===== src/sv/slc_pkg.sv =====
package slc_pkg;

  localparam logic [7:0] CH_S    = 8'h53;
  localparam logic [7:0] CH_ZERO = 8'h30;
  localparam logic [7:0] CH_NINE = 8'h39;
  localparam logic [7:0] CH_UA   = 8'h41;
  localparam logic [7:0] CH_UF   = 8'h46;
  localparam logic [7:0] IDX_MAX = 8'd255;
  localparam logic [7:0] SUM_OK  = 8'hFF;
  localparam logic [3:0] TYPE_S5 = 4'd5;
  localparam logic [3:0] HEX_ALPHA_OFS = 4'd9;

  localparam int QDEPTH = 4;
  localparam int QAW    = $clog2(QDEPTH);

  typedef enum logic [2:0] {
    ST_OK    = 3'd0,
    ST_NOS   = 3'd1,
    ST_TYPE  = 3'd2,
    ST_HEX   = 3'd3,
    ST_COUNT = 3'd4,
    ST_SUM   = 3'd5,
    ST_LINES = 3'd6,
    ST_TERM  = 3'd7
  } status_t;

  typedef struct packed {
    logic [7:0]  char_code;
    logic        end_of_line;
    logic [15:0] expected_count;
    logic        check_end;
    logic [3:0]  expected_end_type;
  } in_item_t;

  typedef struct packed {
    status_t    status;
    logic [3:0] record_type;
    logic [7:0] byte_count;
  } out_item_t;

  // Line summary handed from the character front end to the finisher.
  typedef struct packed {
    status_t     first_error;
    logic [7:0]  len;
    logic [3:0]  line_type;
    logic [7:0]  count_field;
    logic [7:0]  pair_sum;
    logic [15:0] address_word;
    logic [15:0] expected_count;
    logic        check_end;
    logic [3:0]  expected_end_type;
  } line_sum_t;

endpackage


===== src/sv/slc_front.sv =====
module slc_front (
  input  logic              clk,
  input  logic              rst,
  input  logic              char_valid,
  output logic              char_ready,
  input  slc_pkg::in_item_t char_item,
  output logic              push,
  input  logic              push_ready,
  output slc_pkg::line_sum_t push_item
);
  import slc_pkg::*;

  logic [7:0]  char_index, char_index_next;
  logic [3:0]  line_type, line_type_next;
  logic [7:0]  count_field, count_field_next;
  logic [7:0]  pair_sum, pair_sum_next;
  logic [3:0]  high_nibble, high_nibble_next;
  logic [15:0] address_word, address_word_next;
  status_t     first_error, first_error_next;

  logic [7:0] c;
  logic       is_dig, is_alpha;
  logic [3:0] nib;
  status_t    err;
  logic       take;

  assign char_ready = push_ready;
  assign take       = char_valid && char_ready;
  assign c          = char_item.char_code;
  assign is_dig     = (c >= CH_ZERO) && (c <= CH_NINE);
  assign is_alpha   = (c >= CH_UA) && (c <= CH_UF);
  // 'A'..'F' have low nibble 1..6, value is that plus 9
  assign nib = is_dig ? c[3:0] : (is_alpha ? c[3:0] + HEX_ALPHA_OFS : 4'd0);

  always_comb begin
    err               = ST_OK;
    line_type_next    = line_type;
    count_field_next  = count_field;
    pair_sum_next     = pair_sum;
    high_nibble_next  = high_nibble;
    address_word_next = address_word;

    if (char_index == 8'd0) begin
      if (c != CH_S) err = ST_NOS;
    end else if (char_index == 8'd1) begin
      if (is_dig) line_type_next = c[3:0];
      else err = ST_TYPE;
    end else if (!(is_dig || is_alpha)) begin
      err = ST_HEX;
    end

    first_error_next = (first_error == ST_OK) ? err : first_error;

    if (char_index >= 8'd2 && char_index < IDX_MAX) begin
      if (!char_index[0]) high_nibble_next = nib;
      else pair_sum_next = pair_sum + {high_nibble, nib};
      if (char_index == 8'd2) count_field_next = {nib, 4'd0};
      else if (char_index == 8'd3) count_field_next = {count_field[7:4], nib};
      if (char_index >= 8'd4 && char_index <= 8'd7) begin
        case (char_index[1:0])
          2'd0:    address_word_next[15:12] = nib;
          2'd1:    address_word_next[11:8]  = nib;
          2'd2:    address_word_next[7:4]   = nib;
          default: address_word_next[3:0]   = nib;
        endcase
      end
    end

    char_index_next = (char_index < IDX_MAX) ? char_index + 8'd1 : char_index;
  end

  assign push = take && char_item.end_of_line;

  always_comb begin
    push_item.first_error       = first_error_next;
    push_item.len               = char_index_next;
    push_item.line_type         = line_type_next;
    push_item.count_field       = count_field_next;
    push_item.pair_sum          = pair_sum_next;
    push_item.address_word      = address_word_next;
    push_item.expected_count    = char_item.expected_count;
    push_item.check_end         = char_item.check_end;
    push_item.expected_end_type = char_item.expected_end_type;
  end

  always_ff @(posedge clk) begin
    if (rst || push) begin
      char_index   <= '0;
      line_type    <= '0;
      count_field  <= '0;
      pair_sum     <= '0;
      high_nibble  <= '0;
      address_word <= '0;
      first_error  <= ST_OK;
    end else if (take) begin
      char_index   <= char_index_next;
      line_type    <= line_type_next;
      count_field  <= count_field_next;
      pair_sum     <= pair_sum_next;
      high_nibble  <= high_nibble_next;
      address_word <= address_word_next;
      first_error  <= first_error_next;
    end
  end

endmodule


===== config.mk =====
export PLATFORM = sky130hd
export DESIGN_NAME = slc_front
export DESIGN_NICKNAME = d
export VERILOG_FILES = /design/src/sv/slc_pkg.sv /design/src/sv/slc_front.sv
export SDC_FILE = /design/constraint.sdc
export NUM_CORES = 1
export LEC_CHECK = 0
export ABC_AREA = 1
export BUFFER_PORTS_ARGS = -buffer_cell sky130_fd_sc_hd__buf_2
export CAP_MARGIN = 20
export CORE_MARGIN = 8
export CORE_UTILIZATION = 54
export CTS_BUF_LIST = sky130_fd_sc_hd__clkbuf_8
export DETAILED_ROUTE_END_ITERATION = 8
export HOLD_SLACK_MARGIN = 0.1
export PLACE_DENSITY = 0.83
export SYNTH_ARGS = -nofsm -noshare
export SYNTH_HDL_FRONTEND = slang
export SYNTH_SLANG_ARGS = --single-unit

===== constraint.sdc =====
create_clock -name clk -period 4 [get_ports clk]
set_input_delay 0.8 -clock clk [delete_from_list [all_inputs] [get_ports clk]]
set_output_delay 0.8 -clock clk [all_outputs]
set_load 0.1 [all_outputs]

* Word-level counts from Yosys, hierarchy flattened *
Index checks and enable logic that the tools add are counted.

storage, ports and cells
  register bits after elaboration = 51
  input bits = 34
  output and inout port bits = 70
  word-level logic and storage cells = 61

operators by class
  $add $sub $neg = 3
  order comparisons = 8
  equal/unequal tests = 6
  mux-type cells = 23
  bitwise operators = 1
  reduce and logical (&&, ||, !) cells = 13

operator list
  cell                   count
  $mux W4                10
  $mux W8                5
  $mux W16               2
  $eq A8 B2 Y1 const B   2
  $mux W3                3
  $add A8 B1 Y8 const B  1
  $add A8 B8 Y8          1
  $eq A8 B1 Y1 const B   1
  $ge A8 B2 Y1 const B   1
  $ge A8 B3 Y1 const B   1
  $ge A8 B6 Y1 const B   1
  $ge A8 B7 Y1 const B   1
  $le A8 B3 Y1 const B   1
  $le A8 B6 Y1 const B   1
  $le A8 B7 Y1 const B   1
  $logic_not A8 Y1       1
  $lt A8 B8 Y1 const B   1
  $ne A8 B7 Y1 const B   1
  $logic_and A1 B1 Y1    6
  $add A4 B4 Y4 const B  1
  $mux W2                2
  $logic_not A3 Y1       1
  $reduce_and A3 Y1      1
  $reduce_or A3 Y1       1
  6 further kinds        7

* Longest topological paths before layout *
  depth after elaboration = 7
  depth in mapped cells = 17
  gate-level depth less buffers = 17

* Least setup slack after synthesis *
No wires, ideal clock.

  kind = input port to output port
  start point = in char_item[22] (netlist name)
  end point = out push_item[41] (netlist name)
  arrival time = 4.563 ns
  required time = 3.200 ns
  path slack = -1.363 ns
  stages on the path = 14
  buffers on the path = 0
  cells stage by stage = inv_1 ha_1 o21bai_1 a21oi_4 nand2_1 nand2_1 ha_1 inv_1 fa_1 inv_1 nand3_1 nand2_1 xnor2_1 o21ai_0

RTL lines
  element      RTL line        source
  from (decl)  slc_front.sv:6  input slc_pkg::in_item_t char_item,
  to (decl)    slc_front.sv:9  output slc_pkg::line_sum_t push_item

==> metrics.txt <==
DRC 0; pins over their slew limit 0; maximum root-to-sink buffer count 2; crit-path max FO 4; worst hold endpoint first_error[2]; H-tree depth 2; CTS tree done; CP endpoint kind primary output; maximum number of pins on one net before global-route repair between 50 and 60; count of unique library cells instantiated by Yosys 32; DRT Pass-1 Iters 4; Floorplan Core Area 6240 um^2; most used routing layer met2; critical path required time 3.20 ns; number of cells on the worst reg-to-reg path 10; commonest non-fill, non-tap cell in the layout sky130_fd_sc_hd__inv_1; critical path arrival roughly 3 ns; via count of the first global-routing pass 3308; effective utilization at floorplan 54.8%; endpoints failing setup 0; Yosys reg bits 51; number of primary I/O pins approximately 100; sequential area share after synthesis 29.8%; Max-Cap Viols 0; result of the run completed; worst setup path class input pin to primary output; met2 capacity usage during global routing 33.1%; Total Die Area ~9100 um^2; number of placed instances, taps included 628; number of rows created at floorplan 29; maximum clock frequency roughly 0.26 GHz; M3 GR Usage 4.25%; post-layout minimum cycle time a little under 4 ns; R2R Path End pair_sum[0]; net total in the final layout 612; initial DRC count 188; Final Hold Vio Count 0; antenna violations before repair 0; clock-pin transition on the worst setup and hold timing paths ~0.1 ns; number of vias per cell after detailed routing 5.35; GR Overflow Total 0; critical register-to-register path startpoint char_index[0]; Cell Area, Placed 3780 um^2; post-route clock period utilization 96.3%; GR Util met1 a little over a fifth; depth of the worst hold-timing path 2; worst clock skew 0.00783 ns; leakage power 2.13 nW; Min-Delay Path Class flop to flop; Area Growth Syn to Fin 15.3%; post-detailed-placement half-perimeter wirelength 6260 um; die outline width roughly 96 um; total track usage 18.8%; Critical Path Start char_item[23]; commonest cells after routing, fill and taps aside 91 x sky130_fd_sc_hd__inv_1, 75 x sky130_fd_sc_hd__nand2_1, 62 x sky130_fd_sc_hd__o21ai_0, 53 x sky130_fd_sc_hd__buf_2, 51 x sky130_fd_sc_hd__dfxtp_1; via count of the routed design 3425; first-pass GRT wire length 14200 um; net count after synthesis approximately 570; I/O Buffers 61; fraction of layout cells with a size suffix above 1 between 20% and 30%; CTS Hold Buffers Added 0; areal power density over the cells 369 nW/um^2; remaining antenna violation count 0; final std cells w/o fill 640; Wirelength per Cell 13.4 um; reg-to-reg slack, setup 1.78 ns; average instance area after synthesis 6.57 um^2; Slew @ Worst Pin 0.774 ns; clock root cell sky130_fd_sc_hd__clkbuf_8; die span in y 95.6 um; number of instances in the synthesized netlist 521; worst voltage drop across the vdd grid 0.000258 V; startpoint kind of the worst setup timing path input pin; origin of the worst min-delay path first_error[2]; total routed wirelength 8580 um; Relative slew margins about half; placer congestion estimate 0.880; final sum of negative setup slack 0 ns; number of CTS-inserted buffers 5; Worst-Skew Late Latency 0.32 ns; total number of yosys warnings 0; ANT cells 0; clock sink count 51; final instance area 3950 um^2; synthesized area approximately 3400 um^2
[worst max-delay path by stage]
stage,slack [ns],to,cells past startpoint
detailed placement,0.03,push_item[43],18
global route,-0.009,push_item[44],17
finish,0.15,push_item[43],18
global placement,0.14,push_item[43],18
CTS,0.02,push_item[43],18
floorplan,-0.06,push_item[41],14
[layout make-up]
cell class                 instances  area, um^2
clock inverter                     3        18.8
inverter                          99         372
sequential                        51        1020
fill                             563        2300
timing repair buffer              71         500
multi-input combinational        334        1870
tap                               77        96.3
clock buffer                       5        68.8
[per-layer routing]
layer	up-vias	share of wire (%)
met4	0	2.3
met3	32	6.4
li1	1725	-
met2	119	48
met5	-	0
met1	1549	43
[synthesized netlist by cell type, drive strengths merged]
| cell type | instances | area share, % |
|---|---|---|
| nand3b | 1 | 0.22 |
| xnor2 | 3 | 0.77 |
| nand2 | 83 | 9.5 |
| inv | 99 | 11 |
| nor2 | 44 | 5.8 |
| a31oi | 1 | 0.18 |
| o31ai | 1 | 0.37 |
| nor3 | 4 | 1.2 |
| ha | 15 | 5.5 |
| dfxtp | 51 | 30 |
| nand4 | 11 | 2.0 |
| buf | 22 | 4.8 |
| or2 | 13 | 2.4 |
| xor2 | 4 | 1.0 |
| o21ai | 80 | 12 |
| fa | 1 | 0.59 |
| a21oi | 47 | 7.2 |
| clkbuf | 15 | 1.6 |
| nand3 | 23 | 3.7 |
| o21bai | 3 | 0.66 |
[timing repair]
action / in CTS / in global routing
buffers inserted: 0 / 4
resized for setup: 0 / 13
endpoints found under the setup margin: 0 / 5
[logic make-up (layout without fill, tap and decap cells)]
logic type	Yosys count	after routing	synth area share, %
buffers and inverters	136	178	17.3
flip-flops	51	51	29.8
XOR/XNOR	7	7	1.79
adder cells (fa/ha/maj)	16	16	6.07
AND/OR/NAND/NOR	179	179	24.7
AO/OA/AOI/OAI	132	132	20.2
[state kept, by name (all words and copies together) (netlist names)]
signal / cells
char_index: 8
line_type: 4
count_field: 8
pair_sum: 8
address_word: 16
first_error: 3
high_nibble: 4
[critical path: stages]
cell                      delay (ns)
sky130_fd_sc_hd__buf_2          0.12
sky130_fd_sc_hd__inv_1          0.09
sky130_fd_sc_hd__ha_2           0.21
sky130_fd_sc_hd__inv_1          0.06
sky130_fd_sc_hd__nand4_1        0.16
sky130_fd_sc_hd__nand4_1        0.18
sky130_fd_sc_hd__nand2_2        0.14
sky130_fd_sc_hd__ha_4           0.15
sky130_fd_sc_hd__inv_1          0.05
sky130_fd_sc_hd__fa_2           0.34
sky130_fd_sc_hd__inv_1          0.08
sky130_fd_sc_hd__nand4_1        0.13
sky130_fd_sc_hd__nand3_1        0.11
sky130_fd_sc_hd__nand2_1        0.05
sky130_fd_sc_hd__nand3_1        0.06
sky130_fd_sc_hd__nand2_1        0.08
sky130_fd_sc_hd__inv_2          0.07
sky130_fd_sc_hd__buf_12         0.16
[stage by stage]
stage | total power [mW] | hold slack, ns | setup WS [ns] | utilization (%)
detailed placement | 1.15 | 0.438 | 0.0280 | 60.6
finish | 1.46 | 0.449 | 0.148 | 63.2
global route | 1.52 | 0.485 | -0.00875 | 63.2
global placement | 1.14 | 0.434 | 0.144 | 60.6
CTS | 1.45 | 0.454 | 0.0240 | 62.0
floorplan | 1.13 | 0.420 | -0.0599 | -
[power by group]
part	total [mW]	switching [mW]	internal, mW
clock	0.313	0.189	0.124
sequential	0.560	0.0217	0.538
combinational	0.583	0.456	0.126
Power figures use the tool's default switching activity.
